--- config.mk ---
export PLATFORM = sky130hd
export DESIGN_NAME = rce_ctab
export DESIGN_NICKNAME = d
export VERILOG_FILES = /design/src/design/rce_ctab.sv
export SDC_FILE = /design/constraint.sdc
export NUM_CORES = 1
export LEC_CHECK = 0
export BUFFER_PORTS_ARGS = -buffer_cell sky130_fd_sc_hd__buf_2
export CAP_MARGIN = 20
export CORE_MARGIN = 2
export CORE_UTILIZATION = 30
export DETAILED_ROUTE_END_ITERATION = 8
export PLACE_DENSITY_LB_ADDON = 0.3
export RECOVER_POWER = 50
export SYNTH_ARGS = -nofsm -noshare
export SYNTH_HDL_FRONTEND = slang
export SYNTH_SLANG_ARGS = --single-unit
--- constraint.sdc ---
create_clock -name aclk -period 3.15 [get_ports aclk]
set_input_delay 0.1575 -clock aclk [delete_from_list [all_inputs] [get_ports aclk]]
set_output_delay 0.1575 -clock aclk [all_outputs]
set_load 0.01 [all_outputs]
--- src/design/rce_ctab.sv ---
// ============================================================================
// rce_ctab: coefficient memory
// Synchronous single-port-write, one-read memory with registered read data.
// ============================================================================
module rce_ctab #(
    parameter int DEPTH = 16,
    parameter int AW    = (DEPTH > 1) ? $clog2(DEPTH) : 1
) (
    input  logic          aclk,
    input  logic          we,
    input  logic [AW-1:0] waddr,
    input  logic [31:0]   wdata,
    input  logic [AW-1:0] raddr,
    output logic [31:0]   rdata
);
    logic [31:0] mem [DEPTH];

    always_ff @(posedge aclk) begin
        if (we) begin
            mem[waddr] <= wdata;
        end
        rdata <= mem[raddr];
    end
endmodule

==> impl_metrics.csv, run 1 <==
group,metric,value,unit
sta,setup_slack,1.111,ns
die,start_util,30.25,%
pwr,vdd.ir_drop.worst,400.5,uV
setup_path,cp-end-kind,"flop",
clocking,clk_latency,0.59,ns
setup_path,crit_arrival,2.32,ns
synthesis,synth_warnings,0,
clocking,hold_buffers,32,
clocking,cts_buffer_depth,3,
hold_path,min_path_type,"in -> reg",
die,fp-row-count,94,
run_status,violations,"max-capacitance violations, max-slew violations",
sta,max_freq,490.4,MHz
sta,worst_pin_slew,1.564,ns
placed_design,pre_cts_slack,1.022,ns
die,die_area,0.06825,sq mm
sta,slew_headroom,-4.622,%
run_status,outcome,"finished with violations",
final_layout,mostFrequentLayoutCells,"edfxtp_1, mux4_2, a22oi_1",
pwr,p_per_area,645.3,mW/mm^2
synthesis,synth_seq_area_share,80.67,%
drt,wl_per_cell,22.95,um
final_layout,nNetsFinal,1030,
setup_path,critical_path_class,"in -> reg",
sta,period_needed,2.039,ns
hold_path,hp-start,"raddr[3]",
sta,min_period_over_period,64.74,%
grt,antenna_found_initial,1,
clocking,cts_made_buffers,54,
grt,grt_usage,13.00,%
grt,grt_max_degree,47,
placed_design,portBuffers,73,
setup_path,crit_start,"waddr[1]",
clocking,cts_tree,"yes",
final_layout,nFillCells,6060,
sta,setup_viol,0,
die,core,0.06563,sq mm
final_layout,syn_to_final_growth,18.75,%
clocking,cts.htree.levels,2,
die,die_h,261.3,um
pwr,p_leak,7.420,nW
drt,viasPerCell,4.766,
clocking,clk_pin_slew,0.06,ns
setup_path,worstPathRequired,3.43,ns
sta,rsz0062_at_grt,"no",
synthesis,syn_nets,880,
grt,overflow,0,
final_layout,layout-drive-gt1-share,28.27,%
grt,grt_pass1_vias,9498,
placed_design,dpl.hpwl,24.21,mm
die,pin_count,74,
synthesis,netlist_area,0.01985,sq mm
sta,drv_slew,11,
synthesis,syn_inst,838,
drt,ant_nets,0,
placed_design,routabilityCongestion,0.6942,
final_layout,layout_commonest_cell,"edfxtp_1",
sta,setup_tns,0,ns
clocking,cts.repair.resized,0,
synthesis,ys_types,18,
clocking,root_buffer,"clkbuf_16",
clocking,cts_setup_buffers,0,
synthesis,synth_area_per_cell,23.69,sq um
drt,vias,9045,
clocking,cts.sinks,544,
drt,routed_wirelength,43.56,mm
drt,firstDrtPassIters,7,
die,die_width,261.3,um
flow_run,maxCapViolations,1,
placed_design,placed_area,0.02158,sq mm
setup_path,cp-start-kind,"primary input",
synthesis,ys_ff_latch,544,
sta,finalHoldViolCount,0,
setup_path,r2r_start,"mem[2][15]$_DFFE_PP_",
grt,grt_pass1_wl,64.78,mm
setup_path,crit_path_max_fanout,22,
drt,drt_iter0_drc,1013,
final_layout,fin_area,0.02358,sq mm
sta,fin_worst_skew,0.01644,ns
drt,drc_errors,0,
pwr,finalPower,15.21,mW
-- metal layers --
metal | GRT usage (%) | share of wire [%] | up-vias
met2 | 20.18 | 47 | 226
li1 | - | - | 3880
met3 | 2.894 | 5.7 | 52
met1 | 18.65 | 46 | 4885
met5 | 0 | 0.030 | -
met4 | 3.141 | 1.5 | 2
-- worst max-delay path: stages --
cell      delay, ns
clkbuf_1       0.20
nand2b_1       0.37
nor2_1         1.23
buf_12         0.33
-- area by class of cell --
class | count | area (sq um) | share of cell area, %
well taps | 864 | 1081 | 4.585
clock buffers | 88 | 1600 | 6.787
repair buffers | 137 | 1007 | 4.272
clock inverters | 13 | 145.1 | 0.6156
diodes | 1 | 2.502 | 0.01061
flip-flops and latches | 544 | 16020 | 67.93
multi-input cells | 251 | 3726 | 15.80
-- through the flow --
stage / instances / hold WS (ns) / utilization [%]
2_1_floorplan: 838 / 0.2564 / -
3_3_place_gp: 1762 / 0.5415 / 32.82
3_5_place_dp: 1764 / 0.5486 / 32.89
4_1_cts: 1897 / 0.1085 / 36.03
5_1_grt: 1897 / 0.1518 / 35.92
6_report: 1898 / 0.1506 / 35.93
-- synthesized netlist by cell type, drive strengths merged --
cell type / n / area share [%]
nand2: 33 / 0.62
dfxtp: 32 / 3.2
a22oi: 64 / 2.4
nor3: 4 / 0.10
nand3: 1 / 0.025
mux4: 128 / 15
edfxtp: 512 / 77
nand3b: 2 / 0.076
nand2b: 2 / 0.063
clkbuf: 17 / 0.32
and2: 1 / 0.032
or3b: 1 / 0.044
nor2: 13 / 0.25
nor2b: 2 / 0.063
buf: 26 / 0.80
-- report_power, final --
group | switching, mW | total (mW) | internal, mW | leakage [nW]
combinational | 0.444 | 0.763 | 0.319 | 1.67
clock | 2.60 | 6.30 | 3.71 | 0.855
sequential | 0.0523 | 8.15 | 8.09 | 4.89
total | 3.10 | 15.2 | 12.1 | 7.42
-- kinds of logic after synthesis --
logic type | count (synthesis) | synth area share, %
flops | 544 | 80.67
compound gates | 64 | 2.420
simple gates | 59 | 1.273
buf+inv | 43 | 1.122
mux | 128 | 14.52
-- flip-flops by register name (all words and copies together) (netlist names) --
signal / cells
mem: 512
rdata: 32
-- path summary, 6_finish.rpt --
| path | to | slack (ns) | depth (start not counted) |
|---|---|---|---|
| setup / recovery | mem[13][25]$_DFFE_PP_ | 1.11 | 4 |
| hold / removal | rdata[7]$_DFF_P_ | 0.15 | 4 |
| setup reg to reg | rdata[15]$_DFF_P_ | 1.71 | 3 |
| hold reg to reg | rdata[29]$_DFF_P_ | 0.66 | 3 |
No activity file was read; power rests on OpenSTA's default activity.
==> inputs of run 2 (changes only) <==
Clock period 3.15 ns to 2.1 ns, I/O delays scaled along.
==> impl_metrics.csv, run 2 (synthesis gave the netlist of run 1 again) <==
group,metric,value,unit
run_status,outcome,"complete, no violations",
setup_path,crit_start,"waddr[3]",
drt,ant_nets,0,
setup_path,worst_r2r_path_depth,3,
sta,fin_worst_skew,0.01119,ns
clocking,cts.htree.levels,2,
clocking,clk_pin_slew,0.06,ns
grt,grt_pass1_vias,9697,
sta,min_period_over_period,79.09,%
placed_design,placed_area,0.02184,sq mm
pwr,p_leak,7.529,nW
drt,firstDrtPassIters,5,
drt,wl_per_cell,23.86,um
placed_design,portBuffers,73,
final_layout,nNetsFinal,1037,
final_layout,syn_to_final_growth,20.37,%
final_layout,fin_area,0.02390,sq mm
placed_design,dpl.hpwl,22.02,mm
clocking,cts_made_buffers,56,
setup_path,r2r_start,"mem[10][31]$_DFFE_PP_",
final_layout,mostFrequentLayoutCells,"edfxtp_1, mux4_2, a22oi_1",
hold_path,min_path_type,"in -> reg",
drt,drt_iter0_drc,870,
die,die_h,261.3,um
clocking,clk_latency,0.59,ns
clocking,cts.sinks,544,
drt,viasPerCell,4.812,
sta,rsz0062_at_grt,"no",
setup_path,worstPathRequired,2.28,ns
drt,vias,9162,
final_layout,layout-drive-gt1-share,29.09,%
die,die_area,0.06825,sq mm
setup_path,crit_arrival,1.84,ns
clocking,cts_buffer_depth,3,
hold_path,hp-start,"raddr[3]",
hold_path,holdPathStages,4,
die,core,0.06563,sq mm
final_layout,largestRegisters,"mem: 512 flops, rdata: 32 flops",
die,die_width,261.3,um
clocking,root_buffer,"clkbuf_16",
drt,routed_wirelength,45.42,mm
grt,grt_usage,13.50,%
grt,overflow,0,
die,pin_count,74,
clocking,cts_tree,"yes",
clocking,cts.repair.resized,0,
drt,drc_errors,0,
pwr,vdd.ir_drop.worst,588.6,uV
sta,period_needed,1.661,ns
pwr,p_per_area,969.3,mW/mm^2
setup_path,cp-end-kind,"flop",
final_layout,largest_register_ffs,512,
setup_path,cp-start-kind,"primary input",
sta,slew_headroom,8.237,%
setup_path,critical_path_class,"in -> reg",
flow_run,maxCapViolations,0,
final_layout,largest-register,"mem",
grt,antenna_found_initial,4,
sta,drv_slew,0,
sta,finalHoldViolCount,0,
grt,grt_max_degree,52,
sta,setup_viol,0,
final_layout,layout_commonest_cell,"edfxtp_1",
grt,grt_pass1_wl,66.46,mm
pwr,finalPower,23.16,mW
die,fp-row-count,94,
placed_design,routabilityCongestion,0.6738,
die,start_util,30.25,%
sta,worst_pin_slew,1.376,ns
sta,max_freq,602.1,MHz
setup_path,crit_path_max_fanout,32,
## run 2: timing repair
item	in CTS	in global routing
setup buffers	0	0
hold buffers	32	0
hold endpoints to repair	512	0
## run 2: stage by stage
stage	hold slack, ns	utilization [%]	setup WS, ns	std cells	setup TNS, ns
finish	0.09216	36.41	0.4391	1904	0
global route	0.09728	36.41	0.3602	1904	0
CTS	0.04521	36.53	0.7359	1902	0
detailed placement	0.4879	33.28	0.3576	1769	0
global placement	0.4771	33.28	0.3771	1769	0
floorplan	0.2039	-	-0.3331	838	-33.87
## run 2: final timing paths
check,endpoint,slack [ns]
setup reg to reg,rdata[31]$_DFF_P_,0.72
hold reg to reg,rdata[3]$_DFF_P_,0.67
setup / recovery,mem[6][8]$_DFFE_PP_,0.44
hold / removal,rdata[25]$_DFF_P_,0.09
## run 2: layout make-up
cell class	count	area [sq um]
Multi-Input combinational cell	251	3767
Timing Repair Buffer	142	1215
Sequential cell	544	16020
Antenna cell	2	5.005
Clock inverter	23	259.0
Fill cell	6022	41730
Tap cell	864	1081
Clock buffer	78	1555
## run 2: worst max-delay path, stage by stage
cell      delay [ns]
clkbuf_1        0.10
nand3b_1        0.40
nor2_4          0.19
clkbuf_2        1.02
## run 2: layer usage
layer	vias up	track usage, %	routed length (um)
met5	-	0	21
met4	4	2.872	721
met3	60	2.952	2718
met2	252	20.44	20890
met1	4952	20.03	21070
li1	3894	-	-
## run 2: power breakdown
part | switching [mW] | leakage [nW] | internal (mW)
Clock | 3.90 | 0.888 | 5.86
Sequential | 0.0732 | 4.89 | 12.1
Combinational | 0.675 | 1.75 | 0.505
Total | 4.65 | 7.53 | 18.5
==> inputs of run 3 (changes only) <==
Clock period 2.1 ns to 1.6 ns, I/O delays scaled along.
==> impl_metrics.csv, run 3 (synthesis gave the netlist of run 1 again) <==
group,metric,value,unit
setup_path,cp-start-kind,"flop",
die,die_width,261.3,um
pwr,pwr-share-comb,5.3,%
placed_design,routabilityCongestion,0.6935,
grt,grt_pass1_wl,69.32,mm
pwr,p_clk_share,42.6,%
pwr,p_leak,7.815,nW
clocking,cts_made_buffers,56,
sta,fin_hold_ws,0.03901,ns
sta,slew_headroom,44.52,%
final_layout,layout-drive-gt1-share,31.94,%
final_layout,layout_commonest_cell,"edfxtp_1",
sta,setup_tns,0,ns
die,die_area,0.06825,sq mm
final_layout,largestRegisters,"mem: 512 flops, rdata: 32 flops",
sta,finalHoldViolCount,0,
setup_path,worstPathRequired,2.06,ns
setup_path,cp-end-kind,"flop",
setup_path,crit_path_max_fanout,1,
drt,vias,9407,
drt,viasPerCell,4.839,
setup_path,worst_path_max_delay_cell,"mux4_2",
placed_design,dpl.hpwl,26.00,mm
grt,antenna_found_initial,2,
final_layout,mostFrequentLayoutCells,"edfxtp_1, mux4_2, a22oi_1",
clocking,cts.sinks,544,
die,start_util,30.25,%
clocking,clk_pin_slew,0.06,ns
pwr,p_seq_share,52.1,%
drt,firstDrtPassIters,5,
clocking,cts_buffer_depth,3,
final_layout,syn_to_final_growth,23.01,%
pwr,p_per_area,1262,mW/mm^2
setup_path,cpPeakStageDelay,0.47,ns
drt,routed_wirelength,47.27,mm
final_layout,largest_register_ffs,512,
pwr,sw_frac_of_total,20.48,%
sta,period_needed,1.353,ns
final_layout,diodes,0,
sta,setup_viol,0,
placed_design,portBuffers,73,
grt,overflow,0,
final_layout,utilization,37.21,%
sta,drv_slew,0,
pwr,vdd.ir_drop.worst,706.7,uV
setup_path,critical_path_class,"reg -> reg",
die,core,0.06563,sq mm
pwr,power.switching,6.313,mW
clocking,root_buffer,"clkbuf_16",
drt,drt_iter0_drc,868,
placed_design,placed_cells_incl_taps,1809,
drt,wl_per_cell,24.32,um
clocking,cts_setup_buffers,0,
die,die_h,261.3,um
clocking,cts_tree,"yes",
sta,min_period_over_period,84.59,%
drt,ant_nets,0,
clocking,clk_latency,0.60,ns
sta,rsz0062_at_grt,"no",
pwr,intPower,24.51,mW
sta,max_freq,738.9,MHz
grt,grt_pass1_vias,9875,
setup_path,crit_arrival,1.81,ns
drt,drc_errors,0,
grt,grt_max_degree,45,
flow_run,maxCapViolations,0,
final_layout,nNetsFinal,1077,
sta,fin_worst_skew,0.01526,ns
die,pin_count,74,
setup_path,path_cells,"mux4_2 -> a22oi_1 -> nand2_1",
clocking,cts.htree.levels,2,
final_layout,instances_no_fill,1944,
grt,grt_usage,14.08,%
sta,worst_pin_slew,0.8321,ns
hold_path,min_path_type,"in -> reg",
die,fp-row-count,94,
final_layout,largest-register,"mem",
run_status,outcome,"complete, no violations",
[run 3: changes by cell type in the layout (fill, tap and decap cells not counted), moves of 2 or more]
| cell | delta |
|---|---|
| clkbuf_8 | +4 |
| diode_2 | -2 |
| buf_4 | +22 |
| clkinv_1 | -4 |
| buf_12 | +16 |
[run 3: critical path: cells and delay by family, from the launching register on]
family	cells	cell delay, ns
muxes	1	0.47
DFF	1	0.37
AOI/OAI and AO/OA	1	0.22
and+or+nand+nor	1	0.15
[run 3: cell type report]
type	count	area, sq um
Clock buffer	82	1589
Clock inverter	21	272.8
Fill cell	5927	41210
Multi-Input combinational cell	251	3751
Sequential cell	544	16020
Tap cell	864	1081
Timing Repair Buffer	182	1713
[run 3: what timing repair did]
action / CTS / global route
endpoints found under the setup margin: 0 / 0
resized for setup: 0 / 0
hold buffers: 32 / 0
hold endpoints to repair: 512 / 0
[run 3: power by group through the flow]
stage	Combinational, mW	Clock (mW)	Sequential, mW
final	1.65	13.1	16.0
after floorplan	0.770	0	16.3
after CTS	1.71	13.4	16.0
after global placement	1.61	0	16.3
after global routing	1.79	14.0	16.1
after detailed placement	1.63	0	16.3
[run 3: stage by stage]
step,total power [mW],cell area (sq um),setup slack (ns)
global route,31.84,24420,0.2138
finish,30.82,24420,0.2466
global placement,17.95,22350,0.02700
CTS,31.17,24540,0.2586
floorplan,17.12,19900,-0.5078
detailed placement,17.98,22350,0.01694
[run 3: path summary, 6_finish.rpt]
kind	slack, ns	start	endpoint	cells past startpoint
max	0.25	mem[0][30]$_DFFE_PP_	rdata[30]$_DFF_P_	3
min	0.04	waddr[0]	mem[0][20]$_DFFE_PP_	3
max reg2reg	0.25	mem[0][30]$_DFFE_PP_	rdata[30]$_DFF_P_	3
min reg2reg	0.67	mem[13][11]$_DFFE_PP_	rdata[11]$_DFF_P_	3
[run 3: layer usage]
metal / wire (um) / vias up / global-route usage [%] / share of wire, %
met1: 22310 / 5129 / 20.83 / 47
met4: 941 / 4 / 3.914 / 2.0
met5: 27 / - / 0 / 0.057
met2: 21730 / 236 / 21.47 / 46
met3: 2267 / 72 / 2.371 / 4.8
li1: - / 3966 / - / -
